**src/sv/src_pkg.sv**
```systemverilog
// Shared constants for the segment run coalescer.
// No dependencies; imported by every module of the block.
package src_pkg;

   localparam int ADDR_BITS_DEFAULT      = 52;
   localparam int MAX_CHUNK_LOG2_DEFAULT = 31;

   localparam int LEN_BITS   = 32;
   localparam int TOTAL_BITS = 16;
   localparam int SHIFT_BITS = 5;

   localparam logic [SHIFT_BITS-1:0] MIN_SEG_SHIFT   = 5'd12;
   localparam logic [SHIFT_BITS-1:0] SEG_SHIFT_RESET = 5'd21;

   localparam logic [TOTAL_BITS-1:0] TOTAL_MAX = '1;

   // Response queue: room for the two results one segment can raise, plus slack.
   localparam int RSP_DEPTH = 4;

endpackage

```
**src/sv/src_step.sv**
```systemverilog
// Per-segment run update: contiguity check, cap split, list flush.
// Depends on src_pkg. Pure combinational; state lives in the top level.
module src_step
   import src_pkg::*;
#(
   parameter int ADDR_BITS      = ADDR_BITS_DEFAULT,
   parameter int MAX_CHUNK_LOG2 = MAX_CHUNK_LOG2_DEFAULT,
   localparam int RES_W         = ADDR_BITS + LEN_BITS + TOTAL_BITS + 1
) (
   input  logic [ADDR_BITS-1:0]  seg_addr,
   input  logic                  list_end,
   input  logic [LEN_BITS-1:0]   seg_size,
   input  logic [ADDR_BITS-1:0]  run_start,
   input  logic [LEN_BITS-1:0]   run_len,
   input  logic [ADDR_BITS-1:0]  run_end,
   input  logic                  run_open,
   input  logic [TOTAL_BITS-1:0] list_chunks,
   output logic [ADDR_BITS-1:0]  run_start_nxt,
   output logic [LEN_BITS-1:0]   run_len_nxt,
   output logic [ADDR_BITS-1:0]  run_end_nxt,
   output logic                  run_open_nxt,
   output logic [TOTAL_BITS-1:0] list_chunks_nxt,
   output logic [1:0]            res_cnt,
   output logic [RES_W-1:0]      res0_data,
   output logic [RES_W-1:0]      res1_data
);

   localparam logic [LEN_BITS-1:0] CHUNK_CAP = LEN_BITS'(64'd1 << MAX_CHUNK_LOG2);

   function automatic logic [TOTAL_BITS-1:0] sat_inc(input logic [TOTAL_BITS-1:0] v);
      sat_inc = (v == TOTAL_MAX) ? v : v + TOTAL_BITS'(1);
   endfunction

   logic                  contig;
   logic                  brk_v, cap_v, fin_v;
   logic [ADDR_BITS-1:0]  start_a, start_b, end_a;
   logic [LEN_BITS-1:0]   len_a, len_b;
   logic [TOTAL_BITS-1:0] tot1, tot2;
   logic [ADDR_BITS+LEN_BITS-1:0] e0, e1, e2, r0, r1;

   always_comb begin
      contig  = run_open && (seg_addr == run_end);
      brk_v   = !contig && run_open && (run_len != '0);
      start_a = contig ? run_start : seg_addr;
      len_a   = contig ? run_len + seg_size : seg_size;
      end_a   = seg_addr + ADDR_BITS'(seg_size);
      // a run that reaches the cap leaves as one chunk; the run goes on empty
      cap_v   = (len_a >= CHUNK_CAP);
      start_b = cap_v ? end_a : start_a;
      len_b   = cap_v ? '0 : len_a;
      fin_v   = list_end && (len_b != '0);

      e0 = {run_start, run_len};
      e1 = {start_a, CHUNK_CAP};
      e2 = {start_b, len_b};

      res_cnt = 2'(brk_v) + 2'(cap_v) + 2'(fin_v);
      r0 = brk_v ? e0 : (cap_v ? e1 : e2);
      r1 = (brk_v && cap_v) ? e1 : e2;

      tot1 = sat_inc(list_chunks);
      tot2 = sat_inc(tot1);
      res0_data = {r0, tot1, (res_cnt == 2'd1)};
      res1_data = {r1, tot2, 1'b1};

      if (list_end) begin
         run_start_nxt   = '0;
         run_len_nxt     = '0;
         run_end_nxt     = '0;
         run_open_nxt    = 1'b0;
         list_chunks_nxt = '0;
      end else begin
         run_start_nxt   = start_b;
         run_len_nxt     = len_b;
         run_end_nxt     = end_a;
         run_open_nxt    = 1'b1;
         case (res_cnt)
            2'd0:    list_chunks_nxt = list_chunks;
            2'd1:    list_chunks_nxt = tot1;
            default: list_chunks_nxt = tot2;
         endcase
      end
   end

endmodule

```
**src/sv/src_rsp_fifo.sv**
```systemverilog
// Response queue: takes up to two beats per cycle, hands out one while pop_ready is high.
// Depends on src_pkg for the depth.
module src_rsp_fifo
   import src_pkg::*;
#(
   parameter int WIDTH = 8
) (
   input  logic             clock,
   input  logic             reset,
   input  logic [1:0]       push_cnt,
   input  logic [WIDTH-1:0] push_data0,
   input  logic [WIDTH-1:0] push_data1,
   output logic             room,
   output logic             pop_valid,
   input  logic             pop_ready,
   output logic [WIDTH-1:0] pop_data
);

   localparam int PTR_W = $clog2(RSP_DEPTH);
   localparam int CNT_W = PTR_W + 1;

   logic [WIDTH-1:0] slot_ff [RSP_DEPTH];
   logic [PTR_W-1:0] wr_ptr_ff, wr_ptr_in, rd_ptr_ff, rd_ptr_in;
   logic [CNT_W-1:0] count_ff, count_in;
   logic             pop;

   assign pop_valid = (count_ff != '0);
   assign pop       = pop_valid && pop_ready;
   assign pop_data  = slot_ff[rd_ptr_ff];
   // room for a full two-beat push regardless of the pop this cycle
   assign room      = (count_ff <= CNT_W'(RSP_DEPTH - 2));

   always_comb begin
      wr_ptr_in = wr_ptr_ff + PTR_W'(push_cnt);
      rd_ptr_in = rd_ptr_ff + PTR_W'(pop);
      count_in  = count_ff + CNT_W'(push_cnt) - CNT_W'(pop);
   end

   always_ff @(posedge clock) begin
      if (reset) begin
         wr_ptr_ff <= '0;
         rd_ptr_ff <= '0;
         count_ff  <= '0;
      end else begin
         wr_ptr_ff <= wr_ptr_in;
         rd_ptr_ff <= rd_ptr_in;
         count_ff  <= count_in;
      end
   end

   always_ff @(posedge clock) begin
      if (push_cnt != 2'd0) begin
         slot_ff[wr_ptr_ff] <= push_data0;
      end
      if (push_cnt == 2'd2) begin
         slot_ff[wr_ptr_ff + PTR_W'(1)] <= push_data1;
      end
   end

endmodule

```
**src/sv/segment_run_coalescer_top.sv**
```systemverilog
// Segment run coalescer top level: input register, run state, response queue.
// Depends on src_pkg, src_step and src_rsp_fifo.
//
//   channel  | handshake            | payload
//   ---------+----------------------+----------------------------------------------
//   req      | req_valid/req_ready  | req_seg_addr, req_list_end
//   rsp      | rsp_valid/rsp_ready  | rsp_chunk_addr, rsp_chunk_len,
//            |                      | rsp_chunk_total, rsp_result_last
//   csr      | csr_valid/csr_ready  | csr_seg_shift (always ready)
//
// One segment beat per cycle is taken while the queue has room. A segment
// raises zero, one or two chunk beats; the response port drains one beat per
// cycle while rsp_ready is high. A segment waits in the input register; its
// chunk beats go from there into the queue that feeds rsp. Reset (synchronous)
// empties the input register and queue, closes the run and sets the segment
// shift to 21, or MAX_CHUNK_LOG2 if smaller. A stalled rsp lets the 4-entry
// queue fill until fewer than two entries are free; the input register then
// holds its segment and req_ready drops; nothing is dropped.
module segment_run_coalescer_top
   import src_pkg::*;
#(
   parameter int ADDR_BITS      = ADDR_BITS_DEFAULT,
   parameter int MAX_CHUNK_LOG2 = MAX_CHUNK_LOG2_DEFAULT
) (
   input  logic                  clock,
   input  logic                  reset,
   input  logic                  req_valid,
   output logic                  req_ready,
   input  logic [ADDR_BITS-1:0]  req_seg_addr,
   input  logic                  req_list_end,
   output logic                  rsp_valid,
   input  logic                  rsp_ready,
   output logic [ADDR_BITS-1:0]  rsp_chunk_addr,
   output logic [LEN_BITS-1:0]   rsp_chunk_len,
   output logic [TOTAL_BITS-1:0] rsp_chunk_total,
   output logic                  rsp_result_last,
   input  logic                  csr_valid,
   output logic                  csr_ready,
   input  logic [SHIFT_BITS-1:0] csr_seg_shift
);

   localparam int RES_W = ADDR_BITS + LEN_BITS + TOTAL_BITS + 1;
   localparam logic [SHIFT_BITS-1:0] MAX_SHIFT = SHIFT_BITS'(MAX_CHUNK_LOG2);
   localparam logic [SHIFT_BITS-1:0] SHIFT_RST =
      (SEG_SHIFT_RESET > MAX_SHIFT) ? MAX_SHIFT : SEG_SHIFT_RESET;

   // ---- segment size register: stored already clamped to the legal range
   logic [SHIFT_BITS-1:0] shift_ff, shift_in;
   logic [LEN_BITS-1:0]   seg_size;
   logic [ADDR_BITS-1:0]  seg_mask;

   assign csr_ready = 1'b1;

   always_comb begin
      if (csr_seg_shift < MIN_SEG_SHIFT) begin
         shift_in = MIN_SEG_SHIFT;
      end else if (csr_seg_shift > MAX_SHIFT) begin
         shift_in = MAX_SHIFT;
      end else begin
         shift_in = csr_seg_shift;
      end
      seg_size = LEN_BITS'(1) << shift_ff;
      seg_mask = ADDR_BITS'(seg_size) - ADDR_BITS'(1);
   end

   // ---- input register; the address is aligned on the way in
   logic                 in_vld_ff, in_vld_in;
   logic [ADDR_BITS-1:0] in_addr_ff;
   logic                 in_last_ff;
   logic                 q_room;
   logic                 advance;
   logic                 req_take;

   assign advance   = in_vld_ff && q_room;
   assign req_ready = !in_vld_ff || advance;
   assign req_take  = req_valid && req_ready;

   always_comb begin
      if (req_take) begin
         in_vld_in = 1'b1;
      end else if (advance) begin
         in_vld_in = 1'b0;
      end else begin
         in_vld_in = in_vld_ff;
      end
   end

   // ---- run state
   logic [ADDR_BITS-1:0]  run_start_ff, run_start_in;
   logic [LEN_BITS-1:0]   run_len_ff, run_len_in;
   logic [ADDR_BITS-1:0]  run_end_ff, run_end_in;
   logic                  run_open_ff, run_open_in;
   logic [TOTAL_BITS-1:0] list_chunks_ff, list_chunks_in;
   logic [1:0]            res_cnt;
   logic [RES_W-1:0]      res0_data, res1_data, rsp_data;

   src_step #(
      .ADDR_BITS      (ADDR_BITS),
      .MAX_CHUNK_LOG2 (MAX_CHUNK_LOG2)
   ) u_step (
      .seg_addr        (in_addr_ff),
      .list_end        (in_last_ff),
      .seg_size        (seg_size),
      .run_start       (run_start_ff),
      .run_len         (run_len_ff),
      .run_end         (run_end_ff),
      .run_open        (run_open_ff),
      .list_chunks     (list_chunks_ff),
      .run_start_nxt   (run_start_in),
      .run_len_nxt     (run_len_in),
      .run_end_nxt     (run_end_in),
      .run_open_nxt    (run_open_in),
      .list_chunks_nxt (list_chunks_in),
      .res_cnt         (res_cnt),
      .res0_data       (res0_data),
      .res1_data       (res1_data)
   );

   always_ff @(posedge clock) begin
      if (reset) begin
         shift_ff       <= SHIFT_RST;
         in_vld_ff      <= 1'b0;
         run_start_ff   <= '0;
         run_len_ff     <= '0;
         run_end_ff     <= '0;
         run_open_ff    <= 1'b0;
         list_chunks_ff <= '0;
      end else begin
         if (csr_valid && csr_ready) begin
            shift_ff <= shift_in;
         end
         in_vld_ff <= in_vld_in;
         if (advance) begin
            run_start_ff   <= run_start_in;
            run_len_ff     <= run_len_in;
            run_end_ff     <= run_end_in;
            run_open_ff    <= run_open_in;
            list_chunks_ff <= list_chunks_in;
         end
      end
   end

   // payload of the input register carries no reset
   always_ff @(posedge clock) begin
      if (req_take) begin
         in_addr_ff <= req_seg_addr & ~seg_mask;
         in_last_ff <= req_list_end;
      end
   end

   // ---- response queue
   src_rsp_fifo #(
      .WIDTH (RES_W)
   ) u_rsp_fifo (
      .clock      (clock),
      .reset      (reset),
      .push_cnt   (advance ? res_cnt : 2'd0),
      .push_data0 (res0_data),
      .push_data1 (res1_data),
      .room       (q_room),
      .pop_valid  (rsp_valid),
      .pop_ready  (rsp_ready),
      .pop_data   (rsp_data)
   );

   assign {rsp_chunk_addr, rsp_chunk_len, rsp_chunk_total, rsp_result_last} = rsp_data;

endmodule

```
**config.mk**
```make
export PLATFORM = sky130hd
export DESIGN_NAME = segment_run_coalescer_top
export DESIGN_NICKNAME = d
export VERILOG_FILES = /design/src/sv/src_pkg.sv /design/src/sv/src_step.sv /design/src/sv/src_rsp_fifo.sv /design/src/sv/segment_run_coalescer_top.sv
export SDC_FILE = /design/constraint.sdc
export NUM_CORES = 1
export LEC_CHECK = 0
export ABC_CLOCK_PERIOD_IN_PS = 10400
export BUFFER_PORTS_ARGS = -buffer_cell sky130_fd_sc_hd__buf_2
export CAP_MARGIN = 5
export CORE_ASPECT_RATIO = 1.2
export CORE_MARGIN = 1.5
export CORE_UTILIZATION = 55
export CTS_BUF_LIST = sky130_fd_sc_hd__clkbuf_4 sky130_fd_sc_hd__clkbuf_8
export CTS_CLUSTER_SIZE = 20
export DETAILED_ROUTE_END_ITERATION = 16
export GPL_ROUTABILITY_DRIVEN = 0
export GPL_TIMING_DRIVEN = 0
export HOLD_SLACK_MARGIN = 0.08
export PLACE_DENSITY = 0.7
export SYNTH_ARGS = -nofsm -noshare
export SYNTH_HDL_FRONTEND = slang
export SYNTH_SLANG_ARGS = --single-unit
```
**constraint.sdc**
```tcl
create_clock -name clock -period 10.4 [get_ports clock]
set_input_delay 1.56 -clock clock [delete_from_list [all_inputs] [get_ports clock]]
set_output_delay 1.56 -clock clock [all_outputs]
set_load 0.03 [all_outputs]
```
; Word level (Yosys, flattened, before mapping)
; Memories as Yosys holds them, arrays and structs flattened. A register that Yosys moved wholly into a read port is not among the register bits.
; Index checks and enable logic that the tools add are counted.
[classes]
addsub = 12
order_cmp = 4
n_eq_ne = 6
shift = 1
n_mux = 25
n_bitwise = 2
reduce_logical = 18
[op_table]
columns = op, count
row1 = 2-to-1 mux 84 bit, 3
row2 = 2-to-1 mux 52 bit, 4
row3 = 2-to-1 mux 32 bit, 3
row4 = nonzero test 32 bit, 2
row5 = adder 52 x 32 -> 52 bit, 1
row6 = bitwise AND 52 bit, 1
row7 = == test 52 bit, 1
row8 = NOT 52 bit, 1
row9 = 2-to-1 mux 16 bit, 3
row10 = subtractor 32 x 1 -> 33 bit (second input constant), 1
row11 = adder 16 x 1 -> 16 bit (second input constant), 2
row12 = adder 32 bit, 1
row13 = == test 16 bit (second input constant), 2
row14 = greater-or-equal comparator 32 bit (second input constant), 1
row15 = case mux 16 bit (2 select lines), 1
row16 = << shifter 1 x 5 -> 32 bit (first input constant), 1
row17 = 2-to-1 mux 5 bit, 2
row18 = logical AND 1 bit, 8
row19 = 2-to-1 mux 1 bit, 7
row20 = > comparator 5 bit (second input constant), 1
row21 = less-than comparator 5 x 4 -> 1 bit (second input constant), 1
row22 = adder 2 x 1 -> 2 bit, 2
row23 = 2-to-1 mux 2 bit, 2
row24 = nonzero test 2 bit, 2
row25 = other kinds (14), 15
[totals]
reg_bits = 219
ram_bits = 404
inputBits = 63
output_inout_bits = 104
word_cells = 81
memories = 1
[mem_list]
columns = memory, depth, word_bits, read_ports, rd_clocked_by_memory_dff, write_ports, line_no
row1 = u_rsp_fifo.slot_ff, 4, 101, 1, 1, 2, src_rsp_fifo.sv:22  ; logic [WIDTH-1:0] slot_ff [RSP_DEPTH];

; Logic depth before layout (Yosys ltp)
[depth]
word_depth = 12
ltp_mapped = 31
ltp_nobuf = 25

; By module
; Synthesis repeated with hierarchy kept, for this count alone.
[unflattened]
cells_unflattened = 3610
area_unflattened_um2 = 38315.5
[by_module_without_submodules]
columns = mod, n_inst, cells_each, area_per_inst_um2, seq_area_each_um2
row1 = src_rsp_fifo, 1, 1021, 19801.5, 12271.8
row2 = src_step, 1, 1669, 10531.4, 0.0
row3 = segment_run_coalescer_top, 1, 920, 7982.7, 4774.6

; Worst setup path after synthesis
; OpenSTA, ideal clock, no wires.
[synth_timing]
path_kind = reg2reg
start = register shift_ff[2]
end = memory u_rsp_fifo.slot_ff[3][100] in the netlist's numbering (enable)
setup_time_ns = 0.931
arrival_time_ns = 7.137
required_ns = 9.469
slack_ns = 2.333
stages_incl_launch_ff = 26
n_path_buf = 6
period_less_slack_ns = 8.067
cell_sequence = dfxtp_1 clkbuf_1 buf_1 nor2_1 nand2_1 inv_1 ha_1 fa_1 a211oi_1 o21ai_0 o2111a_1 o211ai_1 a211oi_1 or3_1 a311oi_1 nand4b_1 nor4_1 a31oi_1 fa_1 clkbuf_1 nand2_1 clkbuf_1 or3_1 clkbuf_1 clkbuf_1 nand2_1
[synth_lines]
columns = item, line_no
row1 = "start, declared", segment_run_coalescer_top.sv:48  ; logic [SHIFT_BITS-1:0] shift_ff, shift_in;
row2 = "start signal, assigned", segment_run_coalescer_top.sv:130  ; shift_ff <= shift_in;
row3 = "end, declared", src_rsp_fifo.sv:22

==> impl_metrics.env <==
export IMPL_drt_wl_total_um=127000
export IMPL_vdd_drop_max_mv=0.105
export IMPL_synthMostInstantiatedCell="edfxtp_1"
export IMPL_clock_path_buffers=3
export IMPL_r2r_slack_ps=910
export IMPL_htreeDepth=3
export IMPL_cp_end_kind="register"
export IMPL_antenna_found_initial=7
export IMPL_cap_viol_max_count=0
export IMPL_p_seq_frac=0.416
export IMPL_drt_iter0_markers=4622
export IMPL_hold_viol_final=0
export IMPL_area_growth_pct=11.6
export IMPL_combPwrFrac=0.245
export IMPL_layoutNonFillerInstCount=4639
export IMPL_post_cts_resized=0
export IMPL_rows=102
export IMPL_required_ps=10830
export IMPL_final_layout_size_suffix_gt1_frac=0.153
export IMPL_grt_pass1_wl_um=186000
export IMPL_yosys_warnings=0
export IMPL_async_flop_share=0
export IMPL_first_pass_iters=9
export IMPL_skew_ps=62.5
export IMPL_grtUsageTotal=0.375
export IMPL_grt_max_degree=56
export IMPL_ys_ff_latch=623
export IMPL_ys_types=108
export IMPL_rsz0062_at_grt="false"
export IMPL_hpwl_um=91000
export IMPL_ios=167
export IMPL_nFillCells=5390
export IMPL_cp_data_arrival_time_ps=9910
export IMPL_finalCriticalPeriod_ps=9490
export IMPL_clock_sinks=623
export IMPL_synth_top_cells_by_count="edfxtp_1 (453), nand2_1 (420), nor2_1 (250)"
export IMPL_power_density_nw_per_um2=171
export IMPL_nets=3854
export IMPL_grt_overflow_total=0
export IMPL_cpMaxStageDelayCell="nand2_4"
export IMPL_synth_seq_area_share=0.476
export IMPL_slowest_delay_ps=690
export IMPL_p_leak_nw=13.5
export IMPL_synth_edf_count=453
export IMPL_die_y_um=282
export IMPL_post_cts_buffers=0
export IMPL_timing_hold_ws_ps=464
export IMPL_fin_total_pwr_w=0.00683
export IMPL_syn_num_nets=3598
export IMPL_core_area_um2=64400
export IMPL_worst_path_stages=26
export IMPL_synth_top_area_share=0.381
export IMPL_initial_utilization=0.555
export IMPL_cp_startpoint="shift_ff[2]"
export IMPL_synth_largest_area_cell="edfxtp_1"
export IMPL_wl_per_cell_um=27.4
export IMPL_setup_viol_count_final=0
export IMPL_synth_area_leaders="edfxtp_1 (38%), dfxtp_1 (9.5%), mux4_2 (6.4%)"
export IMPL_syn_area_um2=35700
export IMPL_power_switching_w=0.00227
export IMPL_drv_slew=0
export IMPL_cts_buffers=102
export IMPL_final_area_um2=39900
export IMPL_dieArea_um2=66500
export IMPL_cp_start_kind="register"
export IMPL_multi_input_area_um2=17400
export IMPL_drc=0
export IMPL_cts_hold_buffers_added=0
export IMPL_timing_rr_start="shift_ff[2]"
export IMPL_chipWidth_um=236
export IMPL_swShare=0.332
export IMPL_placed_area_um2=37700
export IMPL_clock_latency_ps=770
export IMPL_via_per_inst=6.83
export IMPL_power_frac_clock=0.338
export IMPL_final_antenna_net_count=0
export IMPL_period_share=0.912
export IMPL_tightestPinTransition_ps=1400
export IMPL_status="completed"
export IMPL_clockRootBuffer="clkbuf_8"
export IMPL_slew_limit_headroom=0.0637
export IMPL_critPathCapture="u_rsp_fifo.slot_ff[3][74]"
export IMPL_syn_inst=3460
export IMPL_crit_buf_inv=8
export IMPL_critPathMaxFanout=53
export IMPL_avgSynthCellArea_um2=10.3
export IMPL_vias=31673
export IMPL_hold_class="register to register"
export IMPL_seqCellArea_um2=17000
export IMPL_synthFlopType="edfxtp_1"
export IMPL_ff2ff_path_depth=26
export IMPL_worstReg2RegEnd="u_rsp_fifo.slot_ff[3][74]"
export IMPL_crit_family="buffers and inverters"
export IMPL_finish_utilization=0.619
export IMPL_io_buffers=144
export IMPL_clkTransAtPathRegs_ps=60
export IMPL_cpMostUsedCell="clkbuf_1"
export IMPL_intPower_w=0.00456
export IMPL_grt_pass1_vias=29453
export IMPL_cts_tree="done"
export IMPL_path_class="register to register"
export IMPL_fmax_mhz=105
export IMPL_dpl_cell_count=4443
tightest hold or removal path, delay by kind of cell (launching register included):
| kind | cells | cell delay (ps) |
|---|---|---|
| flops | 1 | 320 |
| simple gates | 2 | 100 |
layer usage:
layer / wire (um) / vias up / global-route usage
met5: 27 / - / 0
met3: 15200 / 479 / 0.0953
met1: 47000 / 15035 / 0.479
met2: 57000 / 2376 / 0.586
li1: - / 13779 / -
met4: 7810 / 4 / 0.208
flip-flops by register name, summed over array words and instances (netlist names):
signal and flops:
u_rsp_fifo.rd_ptr_ff 2, u_rsp_fifo.wr_ptr_ff 2, run_open_ff 1, u_rsp_fifo.count_ff 3
run_len_ff 32, run_start_ff 52, in_vld_ff 1, run_end_ff 52
list_chunks_ff 16, shift_ff 5, in_last_ff 1, in_addr_ff 52
u_rsp_fifo.slot_ff 404
per-stage QoR:
stage,setup TNS (ps),setup slack [ps]
2_1_floorplan,0,2330
3_3_place_gp,-788880,-2310
3_5_place_dp,0,1270
4_1_cts,0,1290
5_1_grt,0,576
6_report,0,911
kinds of logic after synthesis:
| group | share of synthesized area |
|---|---|
| buffers and inverters | 0.0381 |
| other | 0.000105 |
| DFF | 0.476 |
| adders and majority gates | 0.0271 |
| AOI/OAI and AO/OA | 0.194 |
| xor gates and xnor gates | 0.0360 |
| muxes | 0.103 |
| and+or+nand+nor | 0.127 |
worst min path at each step:
stage,start,to,slack (ps),cells past startpoint
2_1_floorplan,u_rsp_fifo.slot_ff[2][0],u_rsp_fifo.slot_ff[2][0],430,1
3_3_place_gp,run_end_ff[38],run_end_ff[38],440,2
6_report,run_end_ff[38],run_end_ff[38],460,2
5_1_grt,run_end_ff[28],run_end_ff[28],490,2
3_5_place_dp,run_end_ff[38],run_end_ff[38],450,2
4_1_cts,run_end_ff[38],run_end_ff[38],460,2
power groups by stage:
| stage | clock, W | combinational, W | sequential, W |
|---|---|---|---|
| floorplan | 0 | 0.00115 | 0.00286 |
| global placement | 0 | 0.00163 | 0.00290 |
| detailed placement | 0 | 0.00165 | 0.00289 |
| CTS | 0.00231 | 0.00165 | 0.00284 |
| global route | 0.00241 | 0.00176 | 0.00285 |
| finish | 0.00231 | 0.00168 | 0.00284 |
layout by cell type (no fill, tap or decap), drive strengths merged, types with 30 or more instances in the layout:
master / synthesis / final
nor4: 35 / 35
a21o: 35 / 35
clkbuf: 210 / 359
a31oi: 30 / 30
nand2: 424 / 424
dfxtp: 170 / 170
o22ai: 210 / 210
mux2: 41 / 41
a32oi: 41 / 41
o21ai: 260 / 260
xnor2: 88 / 88
clkinv: 2 / 33
and2: 30 / 30
a22o: 53 / 53
nand3: 69 / 69
mux4: 101 / 101
buf: 74 / 226
mux2i: 90 / 90
ha: 71 / 71
xor2: 59 / 59
edfxtp: 453 / 453
nor3: 59 / 59
inv: 48 / 54
a21oi: 187 / 187
nor2: 250 / 250
layout make-up:
cell class | instances | share of cell area
Inverter | 50 | 0.00471
Sequential cell | 623 | 0.426
Antenna cell | 2 | 0.000125
Tap cell | 832 | 0.0261
Buffer | 284 | 0.0294
Clock buffer | 149 | 0.0455
Timing Repair Buffer | 152 | 0.0226
Clock inverter | 44 | 0.00875
Multi-Input combinational cell | 2503 | 0.436
No activity file was read; power rests on OpenSTA's default activity.
